[config.mk]
export PLATFORM = sky130hd
export DESIGN_NAME = dwarf_aranges_parser_unit
export DESIGN_NICKNAME = d
export VERILOG_FILES = /design/src/rtl/dap_pkg.sv /design/src/rtl/dap_result_fifo.sv /design/src/rtl/dwarf_aranges_parser_unit.sv
export SDC_FILE = /design/constraint.sdc
export NUM_CORES = 2
export LEC_CHECK = 0
export BUFFER_PORTS_ARGS = -buffer_cell sky130_fd_sc_hd__buf_4
export CAP_MARGIN = 20
export CORE_UTILIZATION = 50
export DETAILED_ROUTE_END_ITERATION = 16
export PLACE_DENSITY = 0.78
export SLEW_MARGIN = 5
export SYNTH_ARGS = -nofsm -noshare
export SYNTH_HDL_FRONTEND = slang
export SYNTH_SLANG_ARGS = --single-unit
[constraint.sdc]
create_clock -name clk_i -period 23.2 [get_ports clk_i]
set_input_delay 4.64 -clock clk_i [delete_from_list [all_inputs] [get_ports clk_i]]
set_output_delay 4.64 -clock clk_i [all_outputs]
set_load 0.05 [all_outputs]
[src/rtl/dap_pkg.sv]
// ----------------------------------------------------------------------------
// dap_pkg
// Shared constants, parse phase codes and the result word type of the
// address-range section parser.
// ----------------------------------------------------------------------------
package dap_pkg;

  localparam int MAX_ADDR_BYTES = 8;
  localparam int POS_BITS       = 32;

  localparam logic [3:0] PH_LEN32 = 4'd0;
  localparam logic [3:0] PH_LEN64 = 4'd1;
  localparam logic [3:0] PH_VER   = 4'd2;
  localparam logic [3:0] PH_CUOFF = 4'd3;
  localparam logic [3:0] PH_ASIZE = 4'd4;
  localparam logic [3:0] PH_SSIZE = 4'd5;
  localparam logic [3:0] PH_PAD   = 4'd6;
  localparam logic [3:0] PH_LO    = 4'd7;
  localparam logic [3:0] PH_LEN   = 4'd8;
  localparam logic [3:0] PH_SKIP  = 4'd9;

  localparam logic KIND_RANGE = 1'b0;
  localparam logic KIND_STOP  = 1'b1;

  typedef struct packed {
    logic        kind;
    logic [63:0] range_lo;
    logic [63:0] range_hi;
    logic [63:0] unit_offset;
  } dap_res_t;

endpackage

[src/rtl/dap_result_fifo.sv]
// ----------------------------------------------------------------------------
// dap_result_fifo
// Two-word result buffer: an output register and a skid register, so the
// parser keeps taking bytes while a result waits downstream.
// ----------------------------------------------------------------------------
module dap_result_fifo import dap_pkg::*; (
  input  logic     clk_i,
  input  logic     rst_ni,
  input  logic     push_i,
  input  dap_res_t res_i,
  output logic     full_o,
  output logic     out_valid_o,
  input  logic     out_stall_i,
  output dap_res_t res_o
);

  logic     out_v_q, out_v_d;
  logic     skid_v_q, skid_v_d;
  dap_res_t out_q, out_d;
  dap_res_t skid_q, skid_d;
  logic     pop;

  assign pop = out_v_q & ~out_stall_i;

  always_comb begin
    out_v_d  = out_v_q;
    skid_v_d = skid_v_q;
    out_d    = out_q;
    skid_d   = skid_q;
    if (pop) begin
      if (skid_v_q) begin
        out_d    = skid_q;
        skid_v_d = 1'b0;
      end else begin
        out_v_d = push_i;
        out_d   = res_i;
      end
    end else if (push_i) begin
      if (!out_v_q) begin
        out_v_d = 1'b1;
        out_d   = res_i;
      end else begin
        skid_v_d = 1'b1;
        skid_d   = res_i;
      end
    end
  end

  always_ff @(posedge clk_i or negedge rst_ni) begin
    if (!rst_ni) begin
      out_v_q  <= 1'b0;
      skid_v_q <= 1'b0;
    end else begin
      out_v_q  <= out_v_d;
      skid_v_q <= skid_v_d;
    end
  end

  always_ff @(posedge clk_i) begin
    out_q  <= out_d;
    skid_q <= skid_d;
  end

  assign full_o      = skid_v_q;
  assign out_valid_o = out_v_q;
  assign res_o       = out_q;

endmodule

[src/rtl/dwarf_aranges_parser_unit.sv]
// ----------------------------------------------------------------------------
// dwarf_aranges_parser_unit
// Byte-serial parser of an address-range debug section: unit headers,
// padding and (start, length) tuples, one range word per tuple with a nonzero length.
// ----------------------------------------------------------------------------
//   channel | direction | handshake                   | payload
//   in      | input     | in_valid_i / in_stall_o     | data_byte_i, first_byte_i
//   out     | output    | out_valid_o / out_stall_i   | kind_o, range_lo_o,
//           |           |                             | range_hi_o, unit_offset_o
//
// While in_stall_o is low one byte is taken per cycle; fields are shifted in a
// byte at a time and the range end is summed one byte per cycle with a carry
// as length bytes arrive. A result leaves through a two-word output buffer.
// in_stall_o rises only while both buffer words are occupied.
// Reset clears the parse state; first_byte_i restarts it without a reset.
// ----------------------------------------------------------------------------
module dwarf_aranges_parser_unit import dap_pkg::*; (
  input  logic        clk_i,
  input  logic        rst_ni,
  input  logic        in_valid_i,
  output logic        in_stall_o,
  input  logic [7:0]  data_byte_i,
  input  logic        first_byte_i,
  output logic        out_valid_o,
  input  logic        out_stall_i,
  output logic        kind_o,
  output logic [63:0] range_lo_o,
  output logic [63:0] range_hi_o,
  output logic [63:0] unit_offset_o
);

  localparam logic [POS_BITS-1:0] POS_MAX = '1;

  logic                in_acc;
  logic                full;
  logic                push;
  dap_res_t            res;
  dap_res_t            res_out;

  logic [3:0]          phase_q, phase_d;
  logic [3:0]          cnt_q, cnt_d;
  logic                stop_q, stop_d;
  logic [POS_BITS-1:0] pos_q, pos_d;
  logic [POS_BITS-1:0] uend_q, uend_d;
  logic                off8_q, off8_d;
  logic [3:0]          abytes_q, abytes_d;
  logic [3:0]          mod_q [MAX_ADDR_BYTES];
  logic [3:0]          mod_d [MAX_ADDR_BYTES];

  logic [63:0]         acc_q, acc_d;
  logic [63:0]         start_q, start_d;
  logic [63:0]         sum_q, sum_d;
  logic                carry_q, carry_d;
  logic                lennz_q, lennz_d;
  logic [63:0]         cuoff_q, cuoff_d;
  logic [3:0]          pad_q, pad_d;
  logic                verok_q, verok_d;

  logic [3:0]          ph_e, cnt_e, abytes_e;
  logic                stop_e, off8_e;
  logic [POS_BITS-1:0] pos_e, uend_e, nxt;
  logic [3:0]          mod_e [MAX_ADDR_BYTES];
  logic [3:0]          cnt_n, nm, sh;
  logic [8:0]          sbyte;
  logic [63:0]         sum_n;
  logic [71:0]         hi_w;
  logic [4:0]          pad_w;

  function automatic logic [POS_BITS-1:0] sat_end(logic [POS_BITS-1:0] nx,
                                                 logic [63:0] len);
    logic [POS_BITS:0] s;
    s = {1'b0, nx} + {1'b0, len[POS_BITS-1:0]};
    if ((len >> POS_BITS) != 64'd0 || s[POS_BITS]) begin
      return POS_MAX;
    end
    return s[POS_BITS-1:0];
  endfunction

  assign in_acc     = in_valid_i & ~full;
  assign in_stall_o = full;

  always_comb begin
    ph_e     = first_byte_i ? PH_LEN32 : phase_q;
    cnt_e    = first_byte_i ? 4'd0 : cnt_q;
    stop_e   = first_byte_i ? 1'b0 : stop_q;
    pos_e    = first_byte_i ? '0 : pos_q;
    uend_e   = first_byte_i ? '0 : uend_q;
    off8_e   = first_byte_i ? 1'b0 : off8_q;
    abytes_e = first_byte_i ? 4'd0 : abytes_q;
    for (int j = 0; j < MAX_ADDR_BYTES; j++) begin
      mod_e[j] = first_byte_i ? 4'd0 : mod_q[j];
    end
    nxt   = pos_e + 1'b1;
    acc_d = {data_byte_i, acc_q[63:8]};
    cnt_n = cnt_e + 4'd1;

    phase_d  = phase_q;
    cnt_d    = cnt_q;
    stop_d   = stop_q;
    pos_d    = pos_q;
    uend_d   = uend_q;
    off8_d   = off8_q;
    abytes_d = abytes_q;
    for (int j = 0; j < MAX_ADDR_BYTES; j++) begin
      mod_d[j] = mod_q[j];
    end
    start_d = start_q;
    sum_d   = sum_q;
    carry_d = carry_q;
    lennz_d = lennz_q;
    cuoff_d = cuoff_q;
    pad_d   = pad_q;
    verok_d = verok_q;
    push    = 1'b0;
    res     = '0;

    nm    = mod_e[3'(abytes_e - 4'd1)];
    nm    = (nxt == '0) ? 4'd0 : ((nm == 4'(2 * abytes_e - 4'd1)) ? 4'd0 : nm + 4'd1);
    pad_w = (nm == 4'd0) ? 5'd0 : ({abytes_e, 1'b0} - {1'b0, nm});
    sh    = 4'd8 - abytes_e;
    sbyte = {1'b0, data_byte_i} + {1'b0, start_q[{cnt_e[2:0], 3'b000} +: 8]}
            + {8'd0, carry_q};
    sum_n = {sbyte[7:0], sum_q[63:8]};
    hi_w  = {7'd0, sbyte[8], sum_n} >> {sh, 3'b000};

    if (in_acc) begin
      phase_d  = ph_e;
      cnt_d    = cnt_e;
      stop_d   = stop_e;
      pos_d    = pos_e;
      uend_d   = uend_e;
      off8_d   = off8_e;
      abytes_d = abytes_e;
      for (int j = 0; j < MAX_ADDR_BYTES; j++) begin
        mod_d[j] = mod_e[j];
      end
      if (!stop_e) begin
        pos_d = nxt;
        for (int j = 0; j < MAX_ADDR_BYTES; j++) begin
          mod_d[j] = (nxt == '0 || mod_e[j] == 4'(2 * j + 1)) ? 4'd0 : mod_e[j] + 4'd1;
        end
        case (ph_e)
          PH_LEN32: begin
            cnt_d = cnt_n;
            if (cnt_n == 4'd4) begin
              cnt_d = 4'd0;
              if (acc_d[63:32] == 32'hffff_ffff) begin
                off8_d  = 1'b1;
                phase_d = PH_LEN64;
              end else begin
                off8_d  = 1'b0;
                uend_d  = sat_end(nxt, {32'd0, acc_d[63:32]});
                phase_d = PH_VER;
              end
            end
          end
          PH_LEN64: begin
            cnt_d = cnt_n;
            if (cnt_n == 4'd8) begin
              cnt_d   = 4'd0;
              uend_d  = sat_end(nxt, acc_d);
              phase_d = PH_VER;
            end
          end
          PH_VER: begin
            cnt_d = cnt_n;
            if (cnt_n == 4'd2) begin
              cnt_d   = 4'd0;
              verok_d = (acc_d[63:48] == 16'd2);
              phase_d = PH_CUOFF;
            end
          end
          PH_CUOFF: begin
            cnt_d = cnt_n;
            if (cnt_n == (off8_e ? 4'd8 : 4'd4)) begin
              cnt_d   = 4'd0;
              cuoff_d = off8_e ? acc_d : {32'd0, acc_d[63:32]};
              phase_d = PH_ASIZE;
            end
          end
          PH_ASIZE: begin
            abytes_d = (data_byte_i == 8'd0 || data_byte_i > 8'(MAX_ADDR_BYTES)) ?
                       4'd0 : data_byte_i[3:0];
            phase_d  = PH_SSIZE;
          end
          PH_SSIZE: begin
            if (!verok_q || abytes_e == 4'd0) begin
              stop_d   = 1'b1;
              push     = 1'b1;
              res.kind = KIND_STOP;
            end else begin
              pad_d   = pad_w[3:0];
              cnt_d   = 4'd0;
              phase_d = (pad_w[3:0] != 4'd0) ? PH_PAD : PH_LO;
            end
          end
          PH_PAD: begin
            pad_d = pad_q - 4'd1;
            if (pad_q == 4'd1) begin
              phase_d = PH_LO;
            end
          end
          PH_LO, PH_LEN: begin
            if (pos_e >= uend_e) begin
              stop_d   = 1'b1;
              push     = 1'b1;
              res.kind = KIND_STOP;
            end else if (ph_e == PH_LO) begin
              cnt_d = cnt_n;
              if (cnt_n == abytes_e) begin
                cnt_d   = 4'd0;
                start_d = acc_d >> {sh, 3'b000};
                carry_d = 1'b0;
                lennz_d = 1'b0;
                phase_d = PH_LEN;
              end
            end else begin
              cnt_d   = cnt_n;
              sum_d   = sum_n;
              carry_d = sbyte[8];
              lennz_d = lennz_q | (data_byte_i != 8'd0);
              if (cnt_n == abytes_e) begin
                cnt_d = 4'd0;
                if (start_q == 64'd0 && !lennz_d) begin
                  phase_d = (nxt == uend_e) ? PH_LEN32 : PH_SKIP;
                end else begin
                  phase_d = PH_LO;
                  if (lennz_d) begin
                    push            = 1'b1;
                    res.kind        = KIND_RANGE;
                    res.range_lo    = start_q;
                    res.range_hi    = hi_w[63:0];
                    res.unit_offset = cuoff_q;
                  end
                end
              end
            end
          end
          PH_SKIP: begin
            if (nxt == uend_e) begin
              phase_d = PH_LEN32;
            end
          end
          default: begin
            stop_d   = 1'b1;
            push     = 1'b1;
            res.kind = KIND_STOP;
          end
        endcase
      end
    end
  end

  always_ff @(posedge clk_i or negedge rst_ni) begin
    if (!rst_ni) begin
      phase_q  <= PH_LEN32;
      cnt_q    <= 4'd0;
      stop_q   <= 1'b0;
      pos_q    <= '0;
      uend_q   <= '0;
      off8_q   <= 1'b0;
      abytes_q <= 4'd0;
      for (int j = 0; j < MAX_ADDR_BYTES; j++) begin
        mod_q[j] <= 4'd0;
      end
    end else begin
      phase_q  <= phase_d;
      cnt_q    <= cnt_d;
      stop_q   <= stop_d;
      pos_q    <= pos_d;
      uend_q   <= uend_d;
      off8_q   <= off8_d;
      abytes_q <= abytes_d;
      for (int j = 0; j < MAX_ADDR_BYTES; j++) begin
        mod_q[j] <= mod_d[j];
      end
    end
  end

  always_ff @(posedge clk_i) begin
    if (in_acc) begin
      acc_q <= acc_d;
    end
    start_q <= start_d;
    sum_q   <= sum_d;
    carry_q <= carry_d;
    lennz_q <= lennz_d;
    cuoff_q <= cuoff_d;
    pad_q   <= pad_d;
    verok_q <= verok_d;
  end

  dap_result_fifo u_fifo (
    .clk_i       (clk_i),
    .rst_ni      (rst_ni),
    .push_i      (push),
    .res_i       (res),
    .full_o      (full),
    .out_valid_o (out_valid_o),
    .out_stall_i (out_stall_i),
    .res_o       (res_out)
  );

  assign kind_o        = res_out.kind;
  assign range_lo_o    = res_out.range_lo;
  assign range_hi_o    = res_out.range_hi;
  assign unit_offset_o = res_out.unit_offset;

  a_stall_has_output: assert property (@(posedge clk_i) disable iff (!rst_ni)
    in_stall_o |-> out_valid_o)
    else $error("input stalled with no result on the output");

  a_quiet_when_stopped: assert property (@(posedge clk_i) disable iff (!rst_ni)
    (in_acc && stop_q && !first_byte_i) |-> !push)
    else $error("result raised after parsing stopped");

  a_range_from_length: assert property (@(posedge clk_i) disable iff (!rst_ni)
    (push && res.kind == KIND_RANGE) |-> (phase_q == PH_LEN && !first_byte_i))
    else $error("range raised outside the length field");

  a_count_bound: assert property (@(posedge clk_i) disable iff (!rst_ni)
    cnt_q < 4'd8)
    else $error("field byte count out of range");

endmodule
==> impl_summary.txt <==
----------------------------------------------------
[Run status]
  Status ... finished, final reports clean

[Synth]
  Cell variety after synth ... 100
  Number of enable-type register cells in the synthesized netlist ... 633
  Synthesized Nets ... 3832
  Yosys warning total ... 0
  Cells taking the most area after synthesis ... sky130_fd_sc_hd__edfxtp_1, sky130_fd_sc_hd__dfrtp_1, sky130_fd_sc_hd__nand2_1
  Synth Instances ... 3695
  Synth cell count leaders ... sky130_fd_sc_hd__edfxtp_1, sky130_fd_sc_hd__nand2_1, sky130_fd_sc_hd__a21o_1, sky130_fd_sc_hd__nor2_1, sky130_fd_sc_hd__and2_1
  Netlist area before placement ... 40100 µm²
  Sequential area share after synthesis ... 54.4%
  Most frequent cell after synthesis ... sky130_fd_sc_hd__edfxtp_1
  #FFs+latches synth ... 745
  Most instantiated flip-flop cell in the synthesis netlist ... sky130_fd_sc_hd__edfxtp_1
  FFs w/ async S/R, synth ... 15.0%
  Mean instance size in the synthesized netlist ... 10.9 µm²
  Top cell type's share of synthesized area ... 47.4%
  Cell taking the most area after synthesis ... sky130_fd_sc_hd__edfxtp_1

[Detailed routing]
  Routed wirelength normalized by instance count ... 23.6 µm
  Remaining antenna violation count ... 0
  Detailed Route Iter0 Violations ... 3921
  Wire length reported by the detailed router ... 117000 µm
  Count of unresolved DRC violations after routing ... 0
  Number of iterations in the first detailed-routing pass ... 8
  Number of vias per cell after detailed routing ... 6.20
  Total number of vias ... 30700

[GRT]
  Overflow after GRT ... 0
  Maximum number of pins on one net before global-route repair ... 100
  Global-route wire length before repair ... 177000 µm
  Vias in the first global route ... 29000
  Number of antenna violations at the first check in global routing ... 4
  All-layer global routing usage ... 28.2%

[Placement]
  Placer's final routability congestion estimate ... 0.963
  Buffers on Ports ... 207
  DP HPWL ... 81300 µm

[Setup path]
  Worst path buffer plus inverter count ... 7
  Data required time at the worst endpoint ... 23.46 ns
  Maximum net fanout on the critical path ... 76
  Element type at the critical path start ... primary input
  Ordered cell list for the critical path ... buf_4 -> clkinv_1 -> buf_4 -> nand2_1 -> inv_1 -> ha_1 -> nand3_1 -> or3_1 -> nor3_1 -> o211ai_1 -> nand3_1 -> a221oi_1 -> a21o_1 -> nor2_4 -> buf_4 -> buf_4 -> buf_4
  Most frequent CP cell ... sky130_fd_sc_hd__buf_4
  Category of cells accounting for the largest share of critical-path delay ... buffers and inverters
  Cell with the biggest individual delay on the critical path ... sky130_fd_sc_hd__buf_4
  Critical Path Max Stage Delay ... 0.87 ns
  Arrival time at the worst endpoint ... 11.61 ns
  Category of the worst setup path capture point ... register
  Crit path kind ... in2reg

[CTS]
  Clock Sinks ... 745
  Clock-pin slew of the registers on the worst-case setup and hold paths ... 0.06 ns
  Number of setup buffers added after CTS ... 0
  Deepest clock path buffer count ... 3
  Post-cts sizing count ... 0
  Worst-Skew Late Latency ... 0.66 ns
  Total of hold buffers inserted after clock tree synthesis ... 0
  Clock tree from TritonCTS ... built
  Root Buffer ... sky130_fd_sc_hd__clkbuf_16
  Cts bufs inserted ... 79
  Htree depth ... 3

[Cells and area]
  Net count of the finished layout ... 3975
  Fill cells ... 6518
  Syn-to-layout area delta ... 12.8%
  Layout cell share with drive strength beyond 1 ... 12.0%

[STA]
  Clock Skews ... 0.0250 ns
  Final number of max-transition violations ... 0
  Final setup vio count ... 0
  Max-slew headroom ... 28.5%
  FMAX ... 0.0881 GHz
  Hold violation count in the final report ... 0
  Final clock period utilization by the worst path ... 48.9%
  Worst hold margin ... 0.468 ns
  Final setup TNS ... 0 ns
  Actual transition at the worst max-transition pin ... 1.07 ns
  RSZ-0062 raised after global routing ... no
  Minimum period implied by the final worst setup slack ... 11.35 ns

[Floorplanning]
  Row Count ... 103
  Chip width ... 285 µm
  Starting utilization of the core area ... 50.7%
  Area of the core ... 79100 µm²
  Area of the die ... 81400 µm²
  Number of placed I/O pins ... 208
  Chip height ... 285 µm

[Min path]
  Min-Delay Path Class ... reg2reg

[Power and ir drop]
  Leakage power total ... 19.7 nW
  P per Cell Area ... 75.7 nW/µm²
  Largest voltage drop on the vdd net ... 59.7 µV

[Flow run]
  Max-Cap Viols ... 0

----------------------------------------------------
metal layers:
metal	vias up	track usage (%)	wire length, µm
li1	13900	-	-
met1	14900	39.8	48600
met2	1654	43.6	52400
met3	283	5.50	11600
met4	6	9.79	4180
met5	-	0	33
worst reg2reg max path: cells and delay by family (launching register included):
kind                   cells  cell delay (ns)
AO/OA/AOI/OAI              1             0.29
XOR/XNOR                   1             0.13
flip-flops                 1             0.71
AND/OR/NAND/NOR            8             2.75
buffers and inverters      3             2.33
per-stage QoR:
step	std cells	utilization, %	setup WS, ns	instance area [µm²]	total power, mW
after floorplan	3695	-	0.832	40100	2.03
after global placement	4807	53.9	11.45	42700	2.18
after detailed placement	4807	53.9	11.31	42700	2.18
after CTS	4951	57.2	11.96	45200	3.43
after global routing	4952	57.2	11.50	45200	3.54
final	4954	57.2	11.85	45200	3.43
logic make-up (layout without fill, tap and decap cells):
logic type                 after synthesis  count (layout)  share of synthesized area, %
DFF                                    745             745                          54.4
buffers and inverters                  288             494                          2.91
and+or+nand+nor                       1427            1427                          17.4
other                                    0               3                             0
xor gates and xnor gates               138             138                          3.47
muxes                                  120             120                          3.62
adders and majority gates              124             124                          3.96
AOI/OAI and AO/OA                      853             853                          14.2
where the power goes:
part           internal [mW]  switching [mW]  leakage [nW]
Clock                  0.704           0.553          1.23
Combinational          0.196           0.359          10.3
Sequential              1.52          0.0926          8.15
Total                   2.42            1.00          19.7
registers in the layout, indices dropped and copies added (netlist names):
signal and cells:
u_fifo.full_o 1, u_fifo.res_o 193, pad_q 4, pos_q 32
phase_q 4, u_fifo.skid_q 193, stop_q 1, carry_q 1
u_fifo.out_valid_o 1, acc_q 56, sum_q 56, verok_q 1
off8_q 1, start_q 64, uend_q 32, lennz_q 1
abytes_q 4, cuoff_q 64, cnt_q 4, mod_q 32
area by class of cell:
type / instances / area [µm²] / share of cell area (%)
diodes: 3 / 7.51 / 0.0166
repair buffers: 262 / 1970 / 4.35
clock inverters: 49 / 522 / 1.15
well taps: 1050 / 1310 / 2.90
flip-flops and latches: 745 / 21800 / 48.2
inverters: 88 / 333 / 0.736
clock buffers: 95 / 2040 / 4.50
multi-input cells: 2662 / 17300 / 38.1
placed cells by master (no fill, tap or decap), drive strengths merged, types with 11 or more instances in the layout:
master / instances
a211o: 11
a211oi: 27
a21o: 221
a21oi: 176
a221oi: 19
a22o: 11
a31oi: 44
and2: 188
and3: 41
buf: 262
clkbuf: 95
clkinv: 36
dfrtp: 112
edfxtp: 633
ha: 119
inv: 90
mux2i: 92
mux4: 19
nand2: 559
nand2b: 26
nand3: 95
nand4: 44
nor2: 223
nor2b: 56
nor3: 83
nor3b: 11
nor4: 41
o211ai: 34
o21a: 16
o21ai: 162
o22ai: 16
o31ai: 27
or3: 13
xnor2: 80
xnor3: 11
xor2: 45
path summary, 6_finish.rpt:
| check | cells after the start | startpoint | slack (ns) | endpoint |
|---|---|---|---|---|
| setup reg to reg | 13 | cnt_q[2] | 16.52 | u_fifo.skid_q[19] |
| hold / removal | 0 | sum_q[55] | 0.47 | sum_q[47] |
| setup / recovery | 17 | first_byte_i | 11.85 | u_fifo.skid_q[19] |
| max in group asynchronous | 2 | rst_ni | 17.80 | uend_q[8] |
| min in group asynchronous | 1 | rst_ni | 3.99 | mod_q[29] |
| hold reg to reg | 0 | sum_q[55] | 0.47 | sum_q[47] |
Power figures use the tool's default switching activity.
